<file path="src/rme_pkg.sv">
// rme_pkg: shared types, register indexes and the generator row-order table
// for the reed-muller encoder; no dependencies
`timescale 1ns / 1ps

package rme_pkg;

    localparam int MAX_VARS  = 6;
    localparam int CW_BITS   = 64;
    localparam int CFG_BITS  = 3;
    localparam int LEN_BITS  = 7;

    // configuration register indexes
    typedef enum logic {
        CFG_CODE_ORDER = 1'b0,
        CFG_NUM_VARS   = 1'b1
    } t_cfg_idx;

    // item moving between pipeline stages: working vector plus clamped m
    typedef struct packed {
        logic [CW_BITS-1:0]  vec;
        logic [CFG_BITS-1:0] m;
    } t_stage;

    // row index of each variable subset, per m: [m][subset mask]
    typedef logic [7:0][CW_BITS-1:0][5:0] t_idx_tab;

    function automatic int pop6(input int v);
        int c;
        c = 0;
        for (int b = 0; b < MAX_VARS; b++) begin
            if (((v >> b) & 1) != 0) c++;
        end
        return c;
    endfunction

    // rows ordered by subset size, then lexicographically; within one size
    // a subset comes first when the lowest differing variable belongs to it
    function automatic t_idx_tab build_idx_tab();
        t_idx_tab tab;
        int       cnt;
        int       d;
        int       low;
        tab = '0;
        for (int mm = 1; mm <= MAX_VARS; mm++) begin
            for (int s = 0; s < (1 << mm); s++) begin
                cnt = 0;
                for (int t = 0; t < (1 << mm); t++) begin
                    if (pop6(t) < pop6(s)) begin
                        cnt++;
                    end else if (pop6(t) == pop6(s) && t != s) begin
                        d   = t ^ s;
                        low = d & (~d + 1);
                        if ((t & low) != 0) cnt++;
                    end
                end
                tab[mm][s] = 6'(cnt);
            end
        end
        return tab;
    endfunction

    localparam t_idx_tab ROW_IDX = build_idx_tab();

endpackage

</file>
<file path="src/reed_muller_encoder_unit.sv">
// reed_muller_encoder_unit: top level of the RM(r,m) encoder; holds the
// configuration registers; depends on rme_pkg, rme_gather, rme_zeta_lo/hi
`timescale 1ns / 1ps

// usage
//   configuration: i_cfg_we writes i_cfg_data into the register chosen by
//   i_cfg_idx (0 code order, 1 number of variables); write only while no
//   item is in flight
//   input channel: one message item per i_valid && !o_stall edge; bit i of
//   i_message_bits feeds generator row i, bits at k and above are ignored
//   output channel: o_codeword and o_code_length are taken on
//   o_valid && !i_stall; codeword bits at n and above read as zero
//   pipeline: an accepted item is registered in turn in the input register,
//   the gather stage and two transform stages of three variables each;
//   o_valid is the valid flag of the last transform stage
//   throughput: one item per cycle while i_stall is low; four register stages
//   stalls: each stage holds its item while the next one is full and
//   stalled; an empty stage keeps taking items, so bubbles are squeezed out
//   reset: pipeline emptied, code order 1, three variables

module reed_muller_encoder_unit (
    input  logic                          i_clk,
    input  logic                          i_rst_n,
    // configuration write port
    input  logic                          i_cfg_we,
    input  logic                          i_cfg_idx,
    input  logic [rme_pkg::CFG_BITS-1:0]  i_cfg_data,
    // message channel
    input  logic                          i_valid,
    output logic                          o_stall,
    input  logic [rme_pkg::CW_BITS-1:0]   i_message_bits,
    // codeword channel
    output logic                          o_valid,
    input  logic                          i_stall,
    output logic [rme_pkg::CW_BITS-1:0]   o_codeword,
    output logic [rme_pkg::LEN_BITS-1:0]  o_code_length
);

    logic [rme_pkg::CFG_BITS-1:0] r_code_order;
    logic [rme_pkg::CFG_BITS-1:0] r_num_vars;
    logic [rme_pkg::CFG_BITS-1:0] w_m;
    logic [rme_pkg::CFG_BITS-1:0] w_r;

    rme_pkg::t_stage w_gath_item;
    logic            w_gath_valid;
    logic            w_lo_stall;
    rme_pkg::t_stage w_lo_item;
    logic            w_lo_valid;
    logic            w_hi_stall;

    // configuration registers
    always_ff @(posedge i_clk) begin
        if (!i_rst_n) begin
            r_code_order <= rme_pkg::CFG_BITS'(1);
            r_num_vars   <= rme_pkg::CFG_BITS'(3);
        end else if (i_cfg_we) begin
            case (rme_pkg::t_cfg_idx'(i_cfg_idx))
                rme_pkg::CFG_CODE_ORDER: r_code_order <= i_cfg_data;
                rme_pkg::CFG_NUM_VARS:   r_num_vars   <= i_cfg_data;
                default: ;
            endcase
        end
    end

    // m clamped to 1..MAX_VARS, r clamped to at most m
    always_comb begin
        w_m = r_num_vars;
        if (r_num_vars == '0) w_m = rme_pkg::CFG_BITS'(1);
        if (r_num_vars > rme_pkg::CFG_BITS'(rme_pkg::MAX_VARS))
            w_m = rme_pkg::CFG_BITS'(rme_pkg::MAX_VARS);
        w_r = (r_code_order > w_m) ? w_m : r_code_order;
    end

    rme_gather u_gather (
        .i_clk          (i_clk),
        .i_rst_n        (i_rst_n),
        .i_valid        (i_valid),
        .o_stall        (o_stall),
        .i_message_bits (i_message_bits),
        .i_m            (w_m),
        .i_r            (w_r),
        .o_valid        (w_gath_valid),
        .i_stall        (w_lo_stall),
        .o_item         (w_gath_item)
    );

    rme_zeta_lo u_zeta_lo (
        .i_clk   (i_clk),
        .i_rst_n (i_rst_n),
        .i_valid (w_gath_valid),
        .o_stall (w_lo_stall),
        .i_item  (w_gath_item),
        .o_valid (w_lo_valid),
        .i_stall (w_hi_stall),
        .o_item  (w_lo_item)
    );

    rme_zeta_hi u_zeta_hi (
        .i_clk         (i_clk),
        .i_rst_n       (i_rst_n),
        .i_valid       (w_lo_valid),
        .o_stall       (w_hi_stall),
        .i_item        (w_lo_item),
        .o_valid       (o_valid),
        .i_stall       (i_stall),
        .o_codeword    (o_codeword),
        .o_code_length (o_code_length)
    );

endmodule

</file>
<file path="src/rme_gather.sv">
// rme_gather: input register and coefficient gather stage; message bits are
// scattered to subset-mask positions; depends on rme_pkg
`timescale 1ns / 1ps

module rme_gather (
    input  logic                          i_clk,
    input  logic                          i_rst_n,
    input  logic                          i_valid,
    output logic                          o_stall,
    input  logic [rme_pkg::CW_BITS-1:0]   i_message_bits,
    input  logic [rme_pkg::CFG_BITS-1:0]  i_m,
    input  logic [rme_pkg::CFG_BITS-1:0]  i_r,
    output logic                          o_valid,
    input  logic                          i_stall,
    output rme_pkg::t_stage               o_item
);

    // stage 1: input register
    logic                          r_v1;
    logic [rme_pkg::CW_BITS-1:0]   r_msg;
    logic [rme_pkg::CFG_BITS-1:0]  r_m;
    logic [rme_pkg::CFG_BITS-1:0]  r_r;
    // stage 2: gathered coefficients
    logic                          r_v2;
    rme_pkg::t_stage               r_item;
    rme_pkg::t_stage               n_item;
    logic                          w_en1;
    logic                          w_en2;

    assign w_en2   = !r_v2 || !i_stall;
    assign w_en1   = !r_v1 || w_en2;
    assign o_stall = !w_en1;
    assign o_valid = r_v2;
    assign o_item  = r_item;

    always_ff @(posedge i_clk) begin
        if (!i_rst_n) begin
            r_v1 <= 1'b0;
            r_v2 <= 1'b0;
        end else begin
            if (w_en1) r_v1 <= i_valid;
            if (w_en2) r_v2 <= r_v1;
        end
    end

    always_ff @(posedge i_clk) begin
        if (w_en1 && i_valid) begin
            r_msg <= i_message_bits;
            r_m   <= i_m;
            r_r   <= i_r;
        end
        if (w_en2 && r_v1) r_item <= n_item;
    end

    // coefficient of subset s is message bit at its row index, when the
    // subset lies inside the m variables and its size is at most r
    always_comb begin
        n_item.m = r_m;
        for (int s = 0; s < rme_pkg::CW_BITS; s++) begin
            n_item.vec[s] = r_msg[rme_pkg::ROW_IDX[r_m][s]]
                          && ((s >> r_m) == 0)
                          && (rme_pkg::pop6(s) <= int'(r_r));
        end
    end

endmodule

</file>
<file path="src/rme_zeta_lo.sv">
// rme_zeta_lo: subset-sum transform over variables 0 to 2, one register
// stage; depends on rme_pkg
`timescale 1ns / 1ps

module rme_zeta_lo (
    input  logic             i_clk,
    input  logic             i_rst_n,
    input  logic             i_valid,
    output logic             o_stall,
    input  rme_pkg::t_stage  i_item,
    output logic             o_valid,
    input  logic             i_stall,
    output rme_pkg::t_stage  o_item
);

    logic            r_v;
    rme_pkg::t_stage r_item;
    rme_pkg::t_stage n_item;
    logic            w_en;

    assign w_en    = !r_v || !i_stall;
    assign o_stall = !w_en;
    assign o_valid = r_v;
    assign o_item  = r_item;

    always_ff @(posedge i_clk) begin
        if (!i_rst_n) begin
            r_v <= 1'b0;
        end else if (w_en) begin
            r_v <= i_valid;
        end
    end

    always_ff @(posedge i_clk) begin
        if (w_en && i_valid) r_item <= n_item;
    end

    // butterfly passes: g[u] ^= g[u without v] for u holding v
    always_comb begin
        n_item = i_item;
        for (int v = 0; v < 3; v++) begin
            for (int u = 0; u < rme_pkg::CW_BITS; u++) begin
                if (((u >> v) & 1) != 0) begin
                    n_item.vec[u] = n_item.vec[u] ^ n_item.vec[u ^ (1 << v)];
                end
            end
        end
    end

endmodule

</file>
<file path="src/rme_zeta_hi.sv">
// rme_zeta_hi: subset-sum transform over variables 3 to 5, then codeword
// bit reversal and length masking; depends on rme_pkg
`timescale 1ns / 1ps

module rme_zeta_hi (
    input  logic                          i_clk,
    input  logic                          i_rst_n,
    input  logic                          i_valid,
    output logic                          o_stall,
    input  rme_pkg::t_stage               i_item,
    output logic                          o_valid,
    input  logic                          i_stall,
    output logic [rme_pkg::CW_BITS-1:0]   o_codeword,
    output logic [rme_pkg::LEN_BITS-1:0]  o_code_length
);

    logic                          r_v;
    logic [rme_pkg::CW_BITS-1:0]   r_cw;
    logic [rme_pkg::LEN_BITS-1:0]  r_len;
    logic [rme_pkg::CW_BITS-1:0]   w_g;
    logic [rme_pkg::CW_BITS-1:0]   n_cw;
    logic                          w_en;

    assign w_en          = !r_v || !i_stall;
    assign o_stall       = !w_en;
    assign o_valid       = r_v;
    assign o_codeword    = r_cw;
    assign o_code_length = r_len;

    always_ff @(posedge i_clk) begin
        if (!i_rst_n) begin
            r_v <= 1'b0;
        end else if (w_en) begin
            r_v <= i_valid;
        end
    end

    always_ff @(posedge i_clk) begin
        if (w_en && i_valid) begin
            r_cw  <= n_cw;
            r_len <= rme_pkg::LEN_BITS'(1) << i_item.m;
        end
    end

    // position j takes the sum over subsets disjoint from j, i.e. g[~j]
    always_comb begin
        w_g = i_item.vec;
        for (int v = 3; v < rme_pkg::MAX_VARS; v++) begin
            for (int u = 0; u < rme_pkg::CW_BITS; u++) begin
                if (((u >> v) & 1) != 0) begin
                    w_g[u] = w_g[u] ^ w_g[u ^ (1 << v)];
                end
            end
        end
        for (int j = 0; j < rme_pkg::CW_BITS; j++) begin
            n_cw[j] = w_g[rme_pkg::CW_BITS-1-j] && ((j >> i_item.m) == 0);
        end
    end

endmodule
</file>
<file path="config.mk">
export PLATFORM = sky130hd
export DESIGN_NAME = reed_muller_encoder_unit
export DESIGN_NICKNAME = d
export VERILOG_FILES = /design/src/rme_pkg.sv /design/src/reed_muller_encoder_unit.sv /design/src/rme_gather.sv /design/src/rme_zeta_lo.sv /design/src/rme_zeta_hi.sv
export SDC_FILE = /design/constraint.sdc
export NUM_CORES = 1
export LEC_CHECK = 0
export ABC_AREA = 1
export BUFFER_PORTS_ARGS = -buffer_cell sky130_fd_sc_hd__buf_2
export CORE_MARGIN = 3
export CORE_UTILIZATION = 60
export CTS_CLUSTER_SIZE = 40
export DETAILED_ROUTE_END_ITERATION = 16
export MAX_ROUTING_LAYER = met4
export PLACE_DENSITY = 0.81
export RECOVER_POWER = 50
export REMOVE_ABC_BUFFERS = 1
export SYNTH_ARGS = -nofsm -noshare
export SYNTH_HDL_FRONTEND = slang
export SYNTH_SLANG_ARGS = --single-unit
</file>
<file path="constraint.sdc">
create_clock -name i_clk -period 6.15 [get_ports i_clk]
set_input_delay 0.615 -clock i_clk [delete_from_list [all_inputs] [get_ports i_clk]]
set_output_delay 0.615 -clock i_clk [all_outputs]
set_load 0.005 [all_outputs]
</file>
==> metrics.cfg, run 1 <==
[synth]
synth_top_area_share_pct=52.88
synthXorXnorAreaFrac_pct=10.55
syn-instance-count=1524
yosysTopAreaCell=edfxtp_1
yosysSeqAreaShare_pct=56.35
ys_ff_latch=302
synth_edf_count=275
async_reset_ff_share_pct=0
synthesis.area_um2=15610
netlist_top_cells_area=edfxtp_1, xnor2_1, nand2_1, dfxtp_1, nor2_1
synth_compound_area_share_pct=8.790
yosys_most_used_dff=edfxtp_1
post_synth_num_cell_types=45
yosys.area_share.simple_pct=16.74
synth_mux_area_share_pct=0
yosysWarnings=0
syn_area_per_cell_um2=10.25
synth_fa_ha_area_share_pct=2.804
synth_top_family_by_area=simple AND/OR/NAND/NOR gates

[route]
drt-pass1-iter-count=7
via_count=11870
wl_per_cell_um=22.88
ant_nets=0
drtIter0Drc=1397
drc=0
wirelength_um=45990
vias_per_cell=5.903

[place]
place_area_um2=16530
dp_hpwl_um=34900
pre_cts_ws_ns=2.979
dp_cells=1954
globalplace.congestion=1.028
io_buffers=145

[timing]
fmax_ghz=0.2439
slew_violations=165
setup_viol=0
worst_pin_slew_ns=3.719
max_slew_margin_pct=-147.9
hold_viol=0
fin_skew_ns=0.01679
rsz0062_at_grt=no
fin_ws_ns=2.050
final.period_utilization_pct=66.66
layout_min_cycle_time_ns=4.100
timing.setup.tns_ns=0

[critical_path]
criticalPathCategory=flip-flop to flip-flop
cp_max_fo=53
rrSetupSlack_ns=2.05
crit_path_start=u_zeta_hi.o_valid
start_kind=flip-flop
cp-end-kind=flip-flop
cp.required_ns=6.64
reg2reg_from=u_zeta_hi.o_valid
worstPathArrival_ns=4.59

[final_layout]
nets=1765
instances_no_fill=2010
final_common_cell=edfxtp_1
n_antenna_cell=0
fin_area_um2=17420
drive_gt1_share_pct=11.49
layout_common_cells=edfxtp_1, nand2_1, nor2_1, xnor2_1, o21ai_0
syn2layout_area_growth_pct=11.58

[clocking]
clk_latency_ns=0.57
cts_tree=done
cts_setup_buffers=0
clockBufferDepth=3
ctsResizeCount=0
clkSinkCount=302
h-tree-depth=1
numCtsBuffers=31
cts_root_buf=clkbuf_16
hold_buffers=0
clkSlewWorstSetupHoldPaths_ns=0.07

[die]
die_area_um2=28000
ios=146
fp-row-count=58
initial_core_util_pct=61.48
coreArea_um2=25400
die_x_um=167.3
fp.dieH_um=167.3

[global_routing]
antenna_found_initial=0
grt_max_degree=72
grt_first_pass_wirelength_um=69910
grt_overflow_total=0
grtUsageTotal_pct=33.52
grt_pass1_vias=11640

[outcome]
violations=capacitance limit, slew limit
outcome=finished with violations

[worst_hold_path]
hp-start=i_message_bits[4]
hold_class=input port to flip-flop

[pwr]
power.density_nw_per_um2=292.9
p_leak_nw=6.660
ir_drop_v=0.0002708

[flow_run]
maxCapViolations=3

stage by stage:
| step | power [mW] | utilization (%) | hold slack (ns) |
|---|---|---|---|
| global placement | 3.285 | 65.08 | 0.4046 |
| floorplan | 3.003 | - | 0.4003 |
| detailed placement | 3.295 | 65.08 | 0.4109 |
| CTS | 5.107 | 69.05 | 0.1976 |
| finish | 5.104 | 68.60 | 0.2139 |
| global route | 5.279 | 68.60 | 0.2068 |
per-layer routing:
metal / routed length, µm / up-vias / GRT usage [%] / part of all wire [%]
met5: 0 / - / - / 0
met4: 2851 / 0 / 16.40 / 6.2
met3: 3654 / 169 / 4.202 / 7.9
met2: 22650 / 745 / 56.66 / 49
met1: 16830 / 5436 / 40.05 / 37
li1: - / 5515 / - / -
worst max-delay path: stages, from the launching register on:
cell and delay [ns]:
dfxtp_1 0.31, nand2_1 0.09, clkinvlp_2 0.25, nand3_1 0.17, nor2_1 0.07, nor2_1 1.52
buf_4 0.75, nand2_1 0.10, o21ai_1 0.31, ha_1 0.25, inv_1 0.05, o21ai_1 0.12
cells in the mapped netlist, types with 6 or more instances:
library cell and instances:
o211ai_1 20, nor2_1 142, edfxtp_1 275, clkbuf_1 9
a21oi_1 82, o21ai_0 105, o21ai_1 9, xnor2_1 140
ha_1 35, nor4_1 22, xor2_1 37, inv_1 101
xor2_2 6, buf_4 11, o21ai_2 7, inv_2 7
nand2_1 265, nor3_1 36, a211oi_1 8, or2_2 8
nor2_4 7, nand3_1 91, dfxtp_1 27, buf_2 27
layout make-up:
type / instances / area, µm²
flip-flops and latches: 302 / 8800
clock inverters: 13 / 83.83
inverters: 111 / 420.4
well taps: 330 / 412.9
fillers: 1990 / 7976
clock buffers: 43 / 924.6
repair buffers: 155 / 724.4
multi-input cells: 1056 / 6057
power breakdown:
| part | internal [mW] | total, mW | leakage [nW] | switching [mW] |
|---|---|---|---|---|
| registers | 2.39 | 2.52 | 2.85 | 0.135 |
| logic | 0.257 | 0.754 | 3.31 | 0.497 |
| clock network | 1.05 | 1.83 | 0.494 | 0.777 |
path summary, 6_finish.rpt:
| kind | endpoint | cells past startpoint |
|---|---|---|
| setup / recovery | flip-flop | 11 |
| hold / removal | u_gather.r_msg[4] | 1 |
| setup reg to reg | flip-flop | 11 |
| hold reg to reg | u_zeta_lo.o_item[2] | 0 |
sequential cells by signal, indices dropped and copies added, names as in the netlist, named ones only:
name and count:
u_zeta_hi.o_codeword 64, r_num_vars 3, u_gather.r_r 3, u_gather.r_v1 1
u_zeta_hi.o_code_length 7, u_gather.o_valid 1, u_gather.r_m 3, u_zeta_hi.o_valid 1
u_zeta_lo.o_valid 1, u_gather.o_item 67, r_code_order 3, u_gather.r_msg 64
u_zeta_lo.o_item 67
kinds of logic (layout without fill, tap and decap cells):
logic type / after synthesis / count (layout)
adder cells (fa/ha/maj): 35 / 35
flip-flops: 302 / 302
XOR/XNOR: 183 / 183
buffers and inverters: 166 / 322
AO/OA/AOI/OAI: 246 / 246
AND/OR/NAND/NOR: 592 / 592
No activity file was read; power rests on OpenSTA's default activity.
==> inputs of run 2 (changes only) <==
CORE_UTILIZATION = 54   (was 60)
PLACE_DENSITY = 0.77   (was 0.81)
clock period = 3.45 ns   (was 6.15 ns; I/O delays follow)
==> metrics.cfg, run 2 (same netlist as run 1, synthesis figures left out) <==
[outcome]
outcome=finished with violations
violations=capacitance limit, slew limit

[route]
wl_per_cell_um=22.01
wirelength_um=47050
vias_per_cell=5.672
drtIter0Drc=1271
drc=0
ant_nets=0
via_count=12130
drt-pass1-iter-count=6

[timing]
fmax_ghz=0.3425
hold_viol=0
fin_skew_ns=0.01878
layout_min_cycle_time_ns=2.919
rsz0062_at_grt=no
worst_pin_slew_ns=1.615
final.period_utilization_pct=84.62
setup_viol=0
worst_hold_slack_ns=0.01362
max_slew_margin_pct=-7.637
slew_violations=136

[global_routing]
antenna_found_initial=3
grt_pass1_vias=11880
grtUsageTotal_pct=31.06
grt_max_degree=72
grt_overflow_total=0
grt_first_pass_wirelength_um=71030

[critical_path]
cp.buffers_inverters=2
worstPathCellList=clkbuf_1 -> inv_1 -> ha_1 -> ha_1 -> nor2_1 -> nand2_1 -> nor2_1 -> nand2_1 -> nor3_1
cp-end-kind=flip-flop
cp.required_ns=3.83
criticalPathCategory=flip-flop to flip-flop
path_delay_family=simple AND/OR/NAND/NOR gates
cp_max_fo=14
crit_slowest_cell=clkbuf_1
slowest_delay_ns=0.49
start_kind=flip-flop
worstPathArrival_ns=3.30

[clocking]
clkSlewWorstSetupHoldPaths_ns=0.06
ctsResizeCount=0
clkSinkCount=302
cts_root_buf=clkbuf_16
numCtsBuffers=30
clk_latency_ns=0.57
cts_tree=done
h-tree-depth=1
hold_buffers=65
cts_setup_buffers=0
clockBufferDepth=3

[final_layout]
fin_util_pct=64.86
layout_common_cells=edfxtp_1, nand2_1, nor2_1, xnor2_1, o21ai_0
instances_no_fill=2138
final_common_cell=edfxtp_1
drive_gt1_share_pct=11.78
syn2layout_area_growth_pct=16.99
nets=1841

[die]
initial_core_util_pct=55.44
coreArea_um2=28160
fp-row-count=61
fp.dieH_um=176.1
ios=146
die_x_um=176.1
die_area_um2=30990

[flow_run]
maxCapViolations=2

[pwr]
internal_power_mw=6.775
power.density_nw_per_um2=508.9
power_mw=9.297
ir_drop_v=0.0005201
power_frac_seq_pct=48.0
p_switching_mw=2.521
p_leak_nw=7.007
pwr-share-comb_pct=15.5
netSwitchingFraction_pct=27.12
p_clk_share_pct=36.5

[worst_hold_path]
hold_class=input port to flip-flop

[place]
globalplace.congestion=1.020
dp_cells=2014
dp_hpwl_um=34840
io_buffers=145

[run 2: power groups by stage]
stage	sequential [mW]	combinational [mW]	clock, mW
after floorplan	4.48	0.868	0
after global placement	4.52	1.34	0
after detailed placement	4.53	1.35	0
after CTS	4.45	1.41	3.42
after global routing	4.47	1.57	3.58
final	4.46	1.44	3.39
[run 2: path summary, 6_finish.rpt]
path	slack (ns)	depth (start not counted)	endpoint	start
min reg2reg	0.42	0	u_zeta_lo.o_item[1]	u_gather.o_item[1]
max reg2reg	0.53	9	u_zeta_hi.o_codeword[51]	u_zeta_lo.o_item[1]
min	0.01	3	u_gather.r_v1	i_valid
max	0.53	9	u_zeta_hi.o_codeword[51]	u_zeta_lo.o_item[1]
[run 2: stage by stage]
stage | setup TNS, ns | setup WS, ns | cell area [µm²]
floorplan | -109.74 | -1.098 | 15290
global placement | 0 | 0.9222 | 16680
detailed placement | 0 | 0.8130 | 16680
CTS | 0 | 0.8046 | 18380
global route | 0 | 0.2928 | 18270
finish | 0 | 0.5306 | 18270
[run 2: area by class of cell]
cell class | instances | area [µm²]
Antenna cell | 3 | 7.507
Clock buffer | 40 | 872.1
Clock inverter | 16 | 173.9
Fill cell | 2260 | 9896
Inverter | 111 | 420.4
Multi-Input combinational cell | 1056 | 6066
Sequential cell | 302 | 8800
Tap cell | 378 | 473.0
Timing Repair Buffer | 232 | 1455
[run 2: tightest hold or removal path, cell delays in order]
cell,delay [ns]
buf_2,0.08
nor2_1,0.04
nor2_1,0.08
[run 2: per-layer routing]
metal  share of wire (%)  vias to the layer above  global-route usage, %  wire [µm]
li1                    -                     5665                      -          -
met1                  37                     5593                  37.40      17540
met2                  49                      716                  52.57      23160
met3                 7.7                      152                  3.849       3627
met4                 5.8                        0                  14.15       2730
met5                   0                        -                      -          0
